==> src/design/mtx_pkg.sv <==
`timescale 1ns / 1ps
// ----------------------------------------------------------------------------
// mtx_pkg
// shared types and constants for the lock table with per-lock data words
// ----------------------------------------------------------------------------
package mtx_pkg;

  localparam int LOCK_COUNT = 32;
  localparam int ENTRY_W    = $clog2(LOCK_COUNT);

  localparam int KIND_W = 2;
  localparam int IDX_W  = 5;
  localparam int ID_W   = 5;
  localparam int DATA_W = 32;
  localparam int CODE_W = 3;

  typedef enum logic [KIND_W-1:0] {
    KIND_NONE    = 2'd0,
    KIND_READ    = 2'd1,
    KIND_WRITE   = 2'd2,
    KIND_RELEASE = 2'd3
  } kind_t;

  typedef enum logic [CODE_W-1:0] {
    CODE_READ_OK           = 3'd0,
    CODE_READ_FAIL         = 3'd1,
    CODE_WRITE_OK          = 3'd2,
    CODE_WRITE_FAIL        = 3'd3,
    CODE_RELEASE_OK        = 3'd4,
    CODE_RELEASE_FREE      = 3'd5,
    CODE_RELEASE_NOT_OWNER = 3'd6,
    CODE_UNKNOWN           = 3'd7
  } code_t;

  typedef struct packed {
    kind_t                    kind;
    logic [IDX_W-1:0]         lock_index;
    logic [ID_W-1:0]          requester_id;
    logic signed [DATA_W-1:0] write_value;
  } req_t;

  typedef struct packed {
    code_t                    result_code;
    logic signed [DATA_W-1:0] read_value;
  } rsp_t;

endpackage

==> src/design/mtx_lock_table.sv <==
`timescale 1ns / 1ps
// ----------------------------------------------------------------------------
// mtx_lock_table
// lock state store plus the decision logic for one request per cycle, applied while upd_en is high
// ----------------------------------------------------------------------------
module mtx_lock_table (
  input  logic          clk,
  input  logic          rst_n,
  input  mtx_pkg::req_t req,
  input  logic          upd_en,
  output mtx_pkg::rsp_t rsp
);
  import mtx_pkg::*;

  logic [LOCK_COUNT-1:0] held_r;
  logic [LOCK_COUNT-1:0] written_r;
  logic [ID_W-1:0]       owner_r [LOCK_COUNT];
  logic [DATA_W-1:0]     data_r  [LOCK_COUNT];

  logic [ENTRY_W-1:0] sel;
  logic               in_range;
  logic               cur_held;
  logic [ID_W-1:0]    cur_owner;
  logic [DATA_W-1:0]  cur_data;
  logic               take;
  logic               free;
  logic               store;

  assign sel       = ENTRY_W'(req.lock_index);
  assign in_range  = int'(req.lock_index) < LOCK_COUNT;
  assign cur_held  = held_r[sel];
  assign cur_owner = owner_r[sel];
  // entries never written read as zero; the data words themselves have no reset
  assign cur_data  = written_r[sel] ? data_r[sel] : '0;

  always_comb begin
    take            = 1'b0;
    free            = 1'b0;
    store           = 1'b0;
    rsp.result_code = CODE_UNKNOWN;
    rsp.read_value  = '0;
    case (req.kind)
      KIND_READ: begin
        if (!in_range || cur_held) begin
          rsp.result_code = CODE_READ_FAIL;
        end else begin
          take            = 1'b1;
          rsp.result_code = CODE_READ_OK;
          rsp.read_value  = cur_data;
        end
      end
      KIND_WRITE: begin
        if (!in_range || (cur_held && cur_owner != req.requester_id)) begin
          rsp.result_code = CODE_WRITE_FAIL;
        end else begin
          // owner rewrite is harmless when the requester already holds it
          take            = 1'b1;
          store           = 1'b1;
          rsp.result_code = CODE_WRITE_OK;
        end
      end
      KIND_RELEASE: begin
        if (!in_range || !cur_held) begin
          rsp.result_code = CODE_RELEASE_FREE;
        end else if (cur_owner == req.requester_id) begin
          free            = 1'b1;
          rsp.result_code = CODE_RELEASE_OK;
        end else begin
          rsp.result_code = CODE_RELEASE_NOT_OWNER;
        end
      end
      default: begin
        rsp.result_code = CODE_UNKNOWN;
      end
    endcase
  end

  always_ff @(posedge clk) begin
    if (!rst_n) begin
      held_r    <= '0;
      written_r <= '0;
      for (int i = 0; i < LOCK_COUNT; i++) begin
        owner_r[i] <= '0;
      end
    end else if (upd_en) begin
      if (take) begin
        held_r[sel]  <= 1'b1;
        owner_r[sel] <= req.requester_id;
      end else if (free) begin
        held_r[sel]  <= 1'b0;
        owner_r[sel] <= '0;
      end
      if (store) begin
        written_r[sel] <= 1'b1;
      end
    end
  end

  always_ff @(posedge clk) begin
    if (upd_en && store) begin
      data_r[sel] <= req.write_value;
    end
  end

endmodule

==> src/design/mutex_table_with_data.sv <==
`timescale 1ns / 1ps
// ----------------------------------------------------------------------------
// mutex_table_with_data
// table of hardware locks, each with a held flag, an owner id and a data word
// ----------------------------------------------------------------------------
// usage:
//   a request enters on in_valid/in_ready carrying the operation (in_kind),
//   the lock addressed, the requester id and a data word for writes.
//   every request gives exactly one result on out_valid/out_ready: a result
//   code and the stored word for a successful read-lock (zero otherwise).
//   a request is captured in an input register; once the output register can
//   take its result, the lock entry is looked up, updated and the result
//   loaded into the output register.
//   one request per cycle is sustained while out_ready stays high; the
//   single-entry read-modify-write of the lock store sets that rate and
//   back-to-back requests to the same lock see each other's updates.
//   when the receiver holds out_ready low, the result stays put, one more
//   request is held in the input register and in_ready then drops.
//   reset clears every lock to free with no owner and a zero data word.
// ----------------------------------------------------------------------------
module mutex_table_with_data (
  input  logic                                clk,
  input  logic                                rst_n,
  input  logic                                in_valid,
  output logic                                in_ready,
  input  logic [mtx_pkg::KIND_W-1:0]          in_kind,
  input  logic [mtx_pkg::IDX_W-1:0]           in_lock_index,
  input  logic [mtx_pkg::ID_W-1:0]            in_requester_id,
  input  logic signed [mtx_pkg::DATA_W-1:0]   in_write_value,
  output logic                                out_valid,
  input  logic                                out_ready,
  output logic [mtx_pkg::CODE_W-1:0]          out_result_code,
  output logic signed [mtx_pkg::DATA_W-1:0]   out_read_value
);
  import mtx_pkg::*;

  logic req_vld_r;
  req_t req_r;
  logic out_vld_r;
  rsp_t rsp_r;
  rsp_t rsp_nxt;
  logic adv;

  // request moves into the table when the output register can take its result
  assign adv      = req_vld_r && (!out_vld_r || out_ready);
  assign in_ready = !req_vld_r || adv;

  always_ff @(posedge clk) begin
    if (!rst_n) begin
      req_vld_r <= 1'b0;
    end else if (in_ready) begin
      req_vld_r <= in_valid;
    end
  end

  always_ff @(posedge clk) begin
    if (in_ready && in_valid) begin
      req_r.kind         <= kind_t'(in_kind);
      req_r.lock_index   <= in_lock_index;
      req_r.requester_id <= in_requester_id;
      req_r.write_value  <= in_write_value;
    end
  end

  mtx_lock_table u_table (
    .clk    (clk),
    .rst_n  (rst_n),
    .req    (req_r),
    .upd_en (adv),
    .rsp    (rsp_nxt)
  );

  always_ff @(posedge clk) begin
    if (!rst_n) begin
      out_vld_r <= 1'b0;
    end else if (adv) begin
      out_vld_r <= 1'b1;
    end else if (out_ready) begin
      out_vld_r <= 1'b0;
    end
  end

  always_ff @(posedge clk) begin
    if (adv) begin
      rsp_r <= rsp_nxt;
    end
  end

  assign out_valid       = out_vld_r;
  assign out_result_code = rsp_r.result_code;
  assign out_read_value  = rsp_r.read_value;

endmodule
==> config.mk <==
export PLATFORM = sky130hd
export DESIGN_NAME = mutex_table_with_data
export DESIGN_NICKNAME = d
export VERILOG_FILES = /design/src/design/mtx_pkg.sv /design/src/design/mtx_lock_table.sv /design/src/design/mutex_table_with_data.sv
export SDC_FILE = /design/constraint.sdc
export NUM_CORES = 1
export LEC_CHECK = 0
export BUFFER_PORTS_ARGS = -buffer_cell sky130_fd_sc_hd__clkbuf_2
export CAP_MARGIN = 40
export CORE_ASPECT_RATIO = 2
export CORE_MARGIN = 1
export CORE_UTILIZATION = 30
export CTS_CLUSTER_DIAMETER = 120
export DETAILED_ROUTE_END_ITERATION = 10
export GPL_TIMING_DRIVEN = 0
export PLACE_DENSITY = 0.56
export SLEW_MARGIN = 40
export SYNTH_ARGS = -nofsm -noshare
export SYNTH_HDL_FRONTEND = slang
export SYNTH_SLANG_ARGS = --single-unit
==> constraint.sdc <==
create_clock -name clk -period 6.7 [get_ports clk]
set_input_delay 1.675 -clock clk [delete_from_list [all_inputs] [get_ports clk]]
set_output_delay 1.675 -clock clk [all_outputs]
set_load 0.005 [all_outputs]
==> results of run 1 <==
-- stage by stage --
| stage | instances | util [%] | hold WS, ns |
|---|---|---|---|
| floorplan | 2747 | - | 0.420 |
| global placement | 5129 | 32.1 | 0.430 |
| detailed placement | 5264 | 33.8 | 0.440 |
| CTS | 5470 | 35.9 | 0.454 |
| global route | 5494 | 36.1 | 0.472 |
| finish | 5496 | 36.1 | 0.458 |
-- per-layer routing --
metal	share of wire, %	track usage (%)
met1	32	20.3
met2	55	38.5
met4	7.8	13.7
met5	0.0066	0
met3	5.3	3.01
-- worst max path at each step --
stage                                  end  cells past startpoint      start  slack (ns)
floorplan            u_table.data_r[30][0]                      7  out_ready        2.19
global placement    u_table.data_r[11][25]                      9  req_r[37]       -3.10
detailed placement   u_table.data_r[6][19]                     16       flop        1.56
CTS                  u_table.data_r[6][26]                     16       flop        1.49
global route         u_table.data_r[6][26]                     16       flop        1.31
finish               u_table.data_r[6][28]                     16       flop        1.28
-- power groups by stage --
stage | combinational [W] | clock, W | sequential [W]
CTS | 0.00111 | 0.00683 | 0.00929
global route | 0.00119 | 0.00710 | 0.00927
global placement | 0.00103 | 0 | 0.00950
detailed placement | 0.00111 | 0 | 0.00948
floorplan | 0.000588 | 0 | 0.00944
finish | 0.00116 | 0.00676 | 0.00926
-- state kept, by name (all words and copies together) (netlist names), named ones only --
signal             flops
out_read_value        32
out_result_code        3
out_valid              1
req_r                 44
req_vld_r              1
u_table.data_r      1024
u_table.owner_r      160
u_table.written_r     32
-- cell usage after synthesis (2+ instances only) --
| master | count | share of area [%] |
|---|---|---|
| a22o_1 | 33 | 0.55 |
| nor2b_1 | 13 | 0.15 |
| and2_1 | 7 | 0.083 |
| buf_6 | 21 | 0.45 |
| nor3_1 | 75 | 0.71 |
| mux2i_1 | 65 | 1.2 |
| ha_1 | 4 | 0.095 |
| edfxtp_1 | 1263 | 72 |
| nand2_1 | 164 | 1.2 |
| and3_1 | 6 | 0.071 |
| mux2_2 | 5 | 0.11 |
| or3_1 | 4 | 0.047 |
| nor2_1 | 50 | 0.36 |
| a211oi_1 | 2 | 0.028 |
| nor3_2 | 82 | 1.6 |
| nor3b_1 | 2 | 0.028 |
| o31ai_1 | 6 | 0.086 |
| a22oi_1 | 127 | 1.8 |
| nand4_1 | 6 | 0.071 |
| buf_1 | 34 | 0.24 |
| o21ai_0 | 27 | 0.26 |
| dfxtp_1 | 71 | 2.7 |
| clkbuf_1 | 137 | 0.98 |
| nand2b_1 | 5 | 0.059 |
| o22ai_1 | 32 | 0.38 |
| a2111oi_0 | 4 | 0.067 |
| a21oi_1 | 11 | 0.10 |
| mux4_2 | 280 | 12 |
| nor4_1 | 37 | 0.44 |
| a21boi_0 | 9 | 0.13 |
| inv_1 | 10 | 0.071 |
| buf_2 | 15 | 0.14 |
| a221oi_1 | 32 | 0.53 |
| nand3b_1 | 3 | 0.043 |
| a31oi_1 | 43 | 0.51 |
| buf_4 | 5 | 0.071 |
| xnor2_1 | 2 | 0.033 |
| nand3_1 | 35 | 0.33 |
| or4_1 | 9 | 0.13 |
-- final cells by class --
type / instances / share of cell area (%)
Clock buffer: 128 / 4.55
Multi-Input combinational cell: 1190 / 19.9
Inverter: 10 / 0.0676
Buffer: 213 / 1.80
Timing Repair Buffer: 241 / 5.22
Sequential cell: 1334 / 62.5
Tap cell: 2299 / 4.57
Antenna cell: 3 / 0.0119
Clock inverter: 78 / 1.33
-- worst max-delay path: stages (launching register included) --
cell and delay, ns:
dfxtp_1 0.31, buf_4 0.22, buf_8 0.21, buf_6 0.25, mux2i_1 0.44, a22oi_1 0.19
nand3_1 0.17, o31ai_1 0.12, or3_1 0.41, a2111oi_0 0.64, a22oi_1 0.29, buf_2 0.26
clkbuf_2 0.36, nor2_4 0.48, buf_8 0.26, buf_8 0.21, buf_8 0.18
-- cells by family (layout without fill, tap and decap cells) --
logic type	after synthesis	in the layout
buf+inv	223	670
xor+xnor	2	2
fa+ha+maj	4	4
flops	1334	1334
simple gates	503	503
compound gates	331	331
other cells	0	3
mux	350	350
==> flow_summary.ini, run 1 <==
[run_status]
status = completed

[logic_synthesis]
synth_simple_gate_area_share_pct = 5.34
netlist_area_sq_mm = 0.0527
synthArstFlopShare_pct = 0
synth_ff_type = edfxtp_1
synth-seq-cells = 1334
syn-num-nets = 2799
ys_seq_area_share_pct = 74.7
yosysUniqueCellTypes = 50
synth_top_family_by_area = multiplexers
netlist_instances = 2747
synth_xor_area_share_pct = 0.0333
synth_compound_area_share_pct = 4.54
synthAdderAreaFrac_pct = 0.0950
synth_edf_count = 1263
synth.area.mux_share_pct = 13.3
syn_area_per_cell_sq_um = 19.2
ys_warn_count = 0

[clock_network]
cts_resized = 0
cts_tree = yes
clockRootBuffer = clkbuf_16
postCtsSetupBuffers = 0
numCtsBuffers = 111
cts.sinks = 1334
h-tree-depth = 3
hold_buffers = 0
clock_path_buffers = 3
insertion_delay_ns = 0.75
clkTransAtPathRegs_ns = 0.07

[setup_path]
arrival_ns = 5.82
reg2reg_slack_ns = 1.28
crit_path_max_fanout = 10
endpoint_kind = flop
startpoint_type = flop
crit_required_ns = 7.10
critPathKind = flop to flop
worst-r2r-cell-count = 16
r2r_end = u_table.data_r[6][28]

[finish]
multi_input_area_sq_mm = 0.0126
final_common_cell = edfxtp_1
mostFrequentLayoutCells = edfxtp_1, mux4_2, nand2_1
drive_gt1_share_pct = 30.0
fin_area_sq_mm = 0.0629
nNetsFinal = 3153
fillers = 16073
area_growth_pct = 19.5
register_area_sq_mm = 0.0393

[job]
maxCapViolations = 0

[timing]
fin_setup_tns_ns = 0
rsz0062_at_grt = false
max_freq_mhz = 184
skew_ns = 0.0689
worst_pin_slew_ns = 0.940
setup_viol = 0
slew-limit-headroom_pct = 37.4
period_minus_slack_ns = 5.42
worst_slack_ns = 1.28
period_share_pct = 80.9
finalHoldViolCount = 0
maxSlewViolCount = 0

[global_routing]
grt_pass1_wl_mm = 250
antenna_found_initial = 4
grt-ovfl-total = 0
grt_max_degree = 33
first_global_vias = 30976
grt_usage_pct = 20.3

[worst_hold_path]
hold_path_depth = 2
hold_class = flop to flop

[drt]
drcViolationCount = 0
firstDrtPassIters = 5
wl_mm = 182
ant_nets = 0
vias_per_cell = 5.37
wl_per_cell_microns = 33.2
drt_iter0_markers = 2913
vias = 29534

[die]
dieArea_sq_mm = 0.177
die_h_microns = 595
num_rows = 217
ios = 85
initial_core_util_pct = 30.2
die_w_microns = 298
fp.coreArea_sq_mm = 0.175

[placed_design]
postPlaceCellArea_sq_mm = 0.0590
pre_cts_slack_ns = 1.56
post-dp-hpwl_mm = 133
gp_congestion = 0.974
io_buffers = 83

[power]
peakVddDrop_v = 0.000202
p_switching_w = 0.00400
p_leak_nw = 19.5
netSwitchingFraction_pct = 23.3
total_power_w = 0.0172
power_density_mw_per_mm2 = 273
clockPowerShare_pct = 39.3
p_int_w = 0.0132
p_seq_share_pct = 53.9
pwr-share-comb_pct = 6.8
(Power assumes the default switching activity.)
==> run 2: changes to the inputs <==
==> constraint.sdc (replaced) <==
create_clock -name clk -period 5.18 [get_ports clk]
set_input_delay 1.295 -clock clk [delete_from_list [all_inputs] [get_ports clk]]
set_output_delay 1.295 -clock clk [all_outputs]
set_load 0.005 [all_outputs]
==> run 2 against run 1 <==
Net effect:
- combinational power up 29%
- critical path type unchanged
- critical path depth unchanged
- cell count rose by 0.13%
- largest power group unchanged
==> flow_summary.ini, run 2 (synthesis gave the netlist of run 1 again) <==
[global_routing]
first_global_vias = 31011
grt-ovfl-total = 0
grt_usage_pct = 20.3
grt_pass1_wl_mm = 250
grt_max_degree = 33
antenna_found_initial = 4

[setup_path]
worst-r2r-cell-count = 16
arrival_ns = 5.49
crit_path_max_fanout = 12
startpoint_type = flop
critPathKind = flop to flop
reg2reg_slack_ns = 0.08
endpoint_kind = flop
r2r_end = u_table.data_r[10][27]
path_cells = buf_4 > buf_8 > buf_6 > mux2i_1 > a22oi_1 > nand3_1 > o31ai_1 > or3_1 > a2111oi_0 > a22oi_1 > buf_2 > clkbuf_2 > nor2_4 > buf_8 > buf_8 > buf_16
critPathMostFrequentCell = buf_8
crit_required_ns = 5.57
cp_slowest_cell = a2111oi_0
slowest_delay_ns = 0.58

[drt]
vias_per_cell = 5.40
wl_per_cell_microns = 33.1
top_layer = met5
drcViolationCount = 0
wl_mm = 182
dr_wl_met2_mm = 99.4
vias = 29690
firstDrtPassIters = 5
ant_nets = 0
met3_length_mm = 9.89
drt_iter0_markers = 3054
wl_met1_mm = 58.4

[timing]
slew-limit-headroom_pct = 38.8
setup_viol = 0
period_minus_slack_ns = 5.10
fin_setup_tns_ns = 0
worst_slack_ns = 0.0822
period_share_pct = 98.4
skew_ns = 0.0658
finalHoldViolCount = 0
worst_pin_slew_ns = 0.918
rsz0062_at_grt = false
max_freq_mhz = 196
maxSlewViolCount = 0

[finish]
fin_area_sq_mm = 0.0630
fin_util_pct = 36.1
stdcell_count = 5503
fillers = 16065
area_growth_pct = 19.6
largest_reg_flops = 1024
mostFrequentLayoutCells = edfxtp_1, mux4_2, nand2_1
nNetsFinal = 3160
largest_register = u_table.data_r
final_common_cell = edfxtp_1
top_regs = u_table.data_r x1024, u_table.owner_r x160, req_r x44
drive_gt1_share_pct = 30.2

[run_status]
status = completed

[worst_hold_path]
min_from = u_table.written_r[22]
hold_end = u_table.written_r[22]
hold_class = flop to flop
hold_path_depth = 2

[clock_network]
h-tree-depth = 3
cts.sinks = 1334
numCtsBuffers = 111
hold_buffers = 0
cts_tree = yes
clkTransAtPathRegs_ns = 0.07
clock_path_buffers = 3
clockRootBuffer = clkbuf_16
insertion_delay_ns = 0.74

[job]
maxCapViolations = 0

[placed_design]
post-dp-hpwl_mm = 133
postPlaceCellArea_sq_mm = 0.0590
gp_congestion = 0.974
pre_cts_slack_ns = 0.0434
dp_cells = 5264
io_buffers = 83

[power]
power_density_mw_per_mm2 = 353
p_leak_nw = 19.5
peakVddDrop_v = 0.000260

[die]
die_w_microns = 298
dieArea_sq_mm = 0.177
num_rows = 217
die_h_microns = 595
initial_core_util_pct = 30.2
fp.coreArea_sq_mm = 0.175
ios = 85
[run 2: worst max path at each step]
| stage | from | end | slack (ns) | cells after the start |
|---|---|---|---|---|
| after detailed placement | flop | u_table.data_r[6][19] | 0.04 | 16 |
| after global placement | req_r[37] | u_table.data_r[11][25] | -4.62 | 9 |
| after CTS | flop | u_table.data_r[5][26] | 0.007 | 16 |
| final | flop | u_table.data_r[10][27] | 0.08 | 16 |
| after global routing | flop | u_table.data_r[3][26] | 0.06 | 15 |
| after floorplan | req_r[37] | u_table.data_r[27][0] | 0.90 | 9 |
[run 2: critical path: cells and delay by family (launching register included)]
| kind | cells | cell delay [ns] |
|---|---|---|
| mux | 1 | 0.45 |
| compound gates | 4 | 1.17 |
| buf+inv | 8 | 1.83 |
| simple gates | 3 | 0.89 |
| flops | 1 | 0.31 |
[run 2: area by class of cell]
cell class / instances / area (sq um) / area share [%]
Sequential cell: 1334 / 39300 / 62.5
Multi-Input combinational cell: 1190 / 12600 / 19.9
Timing Repair Buffer: 248 / 3340 / 5.30
Tap cell: 2299 / 2880 / 4.57
Clock buffer: 128 / 2860 / 4.54
Buffer: 213 / 1130 / 1.80
Clock inverter: 78 / 837 / 1.33
Inverter: 10 / 42.5 / 0.0675
Antenna cell: 3 / 7.51 / 0.0119
[run 2: through the flow]
stage / hold WS, ns / total power (W)
after floorplan: 0.420 / 0.0130
after global placement: 0.430 / 0.0136
after detailed placement: 0.440 / 0.0137
after CTS: 0.454 / 0.0223
after global routing: 0.472 / 0.0227
final: 0.457 / 0.0222
[run 2: repair_timing]
item	CTS	global route
setup buffers	3	5
gates resized for setup	0	2
endpoints found under the setup margin	8	46
pin swaps	4	4
[run 2: where the power goes]
part           internal [W]  switching [W]
Sequential           0.0119      0.0000879
Combinational      0.000477        0.00102
Clock               0.00469        0.00405
Total                0.0171        0.00516
[run 2: layer usage]
layer	up-vias	global-route usage (%)
met5	-	0.0274
met1	15655	20.3
met2	1439	38.3
li1	12090	-
met4	2	14.0
met3	504	2.99
==> run 3: changes to the inputs <==
--- a/config.mk
+++ b/config.mk
@@ -14,6 +14,7 @@
 export DETAILED_ROUTE_END_ITERATION = 10
 export GPL_TIMING_DRIVEN = 0
 export PLACE_DENSITY = 0.56
+export REMOVE_ABC_BUFFERS = 1
 export SLEW_MARGIN = 40
 export SYNTH_ARGS = -nofsm -noshare
 export SYNTH_HDL_FRONTEND = slang
==> constraint.sdc (replaced) <==
create_clock -name clk -period 5.18 [get_ports clk]
set_input_delay 1.295 -clock clk [delete_from_list [all_inputs] [get_ports clk]]
set_output_delay 1.295 -clock clk [all_outputs]
set_load 0.02 [all_outputs]
==> run 3 against run 2 <==
Net effect:
- first-iteration DRC count fell by 12%
- sequential share of layout area decreased by 0.97 points
- via count is 3.8% lower
- sequential cell count is the same
- setup slack got worse by 0.075 ns
- non-clock buffer count is 56 lower
- global-route usage decreased by 3.5 points
- hold slack barely moved
- critical path depth down 2
- utilization increased by 0.58 points
- cell count shrank 1.0%
- critical path type unchanged
- highest routed layer unchanged
==> flow_summary.ini, run 3 (synthesis gave the netlist of run 1 again) <==
[worst_hold_path]
hold_class = flop to flop
hold_path_depth = 2

[drt]
wl_mm = 151
drcViolationCount = 0
wl_per_cell_microns = 27.7
drt_iter0_markers = 2700
ant_nets = 0
vias = 28566
firstDrtPassIters = 7
vias_per_cell = 5.24

[power]
p_seq_share_pct = 54.4
netSwitchingFraction_pct = 22.3
pwr-share-comb_pct = 6.3
peakVddDrop_v = 0.000265
p_switching_w = 0.00492
power_density_mw_per_mm2 = 345
p_leak_nw = 19.9
total_power_w = 0.0221
p_int_w = 0.0172
clockPowerShare_pct = 39.3

[timing]
finalHoldViolCount = 0
period_share_pct = 99.9
maxSlewViolCount = 0
skew_ns = 0.0401
rsz0062_at_grt = false
setup_viol = 0
whs_ns = 0.457
slew-limit-headroom_pct = 43.4
period_minus_slack_ns = 5.17
worst_pin_slew_ns = 0.849
max_freq_mhz = 193

[finish]
nNetsFinal = 3106
mostFrequentLayoutCells = edfxtp_1, mux4_2, nand2_1
final_common_cell = edfxtp_1
fin_util_pct = 36.7
largest_register = u_table.data_r
top_regs = u_table.data_r x1024, u_table.owner_r x160, req_r x44
largest_reg_flops = 1024
fin_area_sq_mm = 0.0640
stdcell_count = 5448
area_growth_pct = 21.5
drive_gt1_share_pct = 32.2

[setup_path]
crit_buf_inv = 6
worst-r2r-cell-count = 14
cp_top_family = compound AO/OA/AOI/OAI gates
crit_required_ns = 5.62
r2r_end = u_table.owner_r[21][1]
slowest_delay_ns = 0.63
critPathMostFrequentCell = buf_16
critPathKind = flop to flop
crit_path_max_fanout = 45
reg2reg_slack_ns = 0.007
arrival_ns = 5.62
startpoint_type = flop
path_cells = nor2_2 > a22oi_1 > nand3_1 > o31ai_1 > or3_1 > a22o_4 > o32a_4 > buf_16 > buf_16 > buf_16 > buf_16 > buf_16 > a22oi_2 > buf_2
cp_slowest_cell = nor2_2
endpoint_kind = flop

[clock_network]
hold_buffers = 0
h-tree-depth = 3
insertion_delay_ns = 0.74
clkTransAtPathRegs_ns = 0.07
numCtsBuffers = 113
cts.sinks = 1334
clock_path_buffers = 3
clockRootBuffer = clkbuf_16
cts_tree = yes

[die]
dieArea_sq_mm = 0.177
ios = 85
initial_core_util_pct = 30.2
num_rows = 217
die_h_microns = 595
fp.coreArea_sq_mm = 0.175
die_w_microns = 298

[run_status]
status = completed

[global_routing]
grt_max_degree = 80
antenna_found_initial = 6
grt_usage_pct = 16.8
grt_pass1_wl_mm = 215
first_global_vias = 29692
grt-ovfl-total = 0

[placed_design]
gp_congestion = 0.816
dp_cells = 5198
post-dp-hpwl_mm = 105
postPlaceCellArea_sq_mm = 0.0598
io_buffers = 84

[job]
maxCapViolations = 0
run 3: cell types whose count changed in the layout (fill, tap and decap cells not counted), sizes merged, moves of 3 or more:
cell	delta
buf	+80
bufinv	-3
clkbuf	-122
clkinv	-6
clkinvlp	-7
inv	+4
run 3: power by group through the flow:
stage	Combinational, W	Sequential [W]	Clock (W)
5_1_grt	0.00147	0.0120	0.00917
6_report	0.00140	0.0120	0.00866
3_3_place_gp	0.00122	0.0125	0
3_5_place_dp	0.00129	0.0123	0
2_1_floorplan	0.000738	0.0123	0
4_1_cts	0.00131	0.0121	0.00882
run 3: worst max-delay path by stage:
stage	slack (ns)	endpoint	cells past startpoint	from
6_report	0.007	u_table.owner_r[21][1]	14	flop
5_1_grt	0.006	u_table.data_r[14][10]	16	flop
4_1_cts	0.003	u_table.data_r[13][30]	16	flop
3_5_place_dp	-0.73	u_table.owner_r[21][1]	14	flop
3_3_place_gp	-24.35	u_table.owner_r[6][3]	6	req_r[37]
2_1_floorplan	-13.97	u_table.owner_r[0][0]	6	req_r[37]
run 3: area by class of cell:
type | instances | area [sq um]
fillers | 15863 | 111000
flip-flops and latches | 1334 | 39400
multi-input cells | 1190 | 12700
repair buffers | 405 | 5300
clock buffers | 142 | 3030
well taps | 2299 | 2880
clock inverters | 66 | 653
inverters | 10 | 45.0
diodes | 2 | 5.00
run 3: timing repair:
item,CTS,global route
resized for setup,13,7
pin swaps,1,1
setup buffers,7,2
endpoints found under the setup margin,375,85
run 3: stage by stage:
step / setup slack, ns / TNS [ns]
4_1_cts: 0.00260 / 0
2_1_floorplan: -13.97 / -
3_3_place_gp: -24.35 / -
3_5_place_dp: -0.734 / -75.90
6_report: 0.00743 / 0
5_1_grt: 0.00559 / 0
run 3: per-layer routing:
layer | wire, microns | up-vias | global-route usage, %
met3 | 8410 | 281 | 2.22
met4 | 6980 | 2 | 7.72
met2 | 80100 | 1092 | 30.6
met1 | 55500 | 15212 | 19.5
li1 | - | 11979 | -
met5 | 13 | - | 0
run 3: worst register-to-register path, stage by stage (launching register included):
cell     delay [ns]
dfxtp_2        0.45
nor2_2         0.64
a22oi_1        0.21
nand3_1        0.35
o31ai_1        0.20
or3_1          0.44
a22o_4         0.44
o32a_4         0.58
buf_16         0.21
buf_16         0.18
buf_16         0.19
buf_16         0.18
buf_16         0.20
a22oi_2        0.39
buf_2          0.25
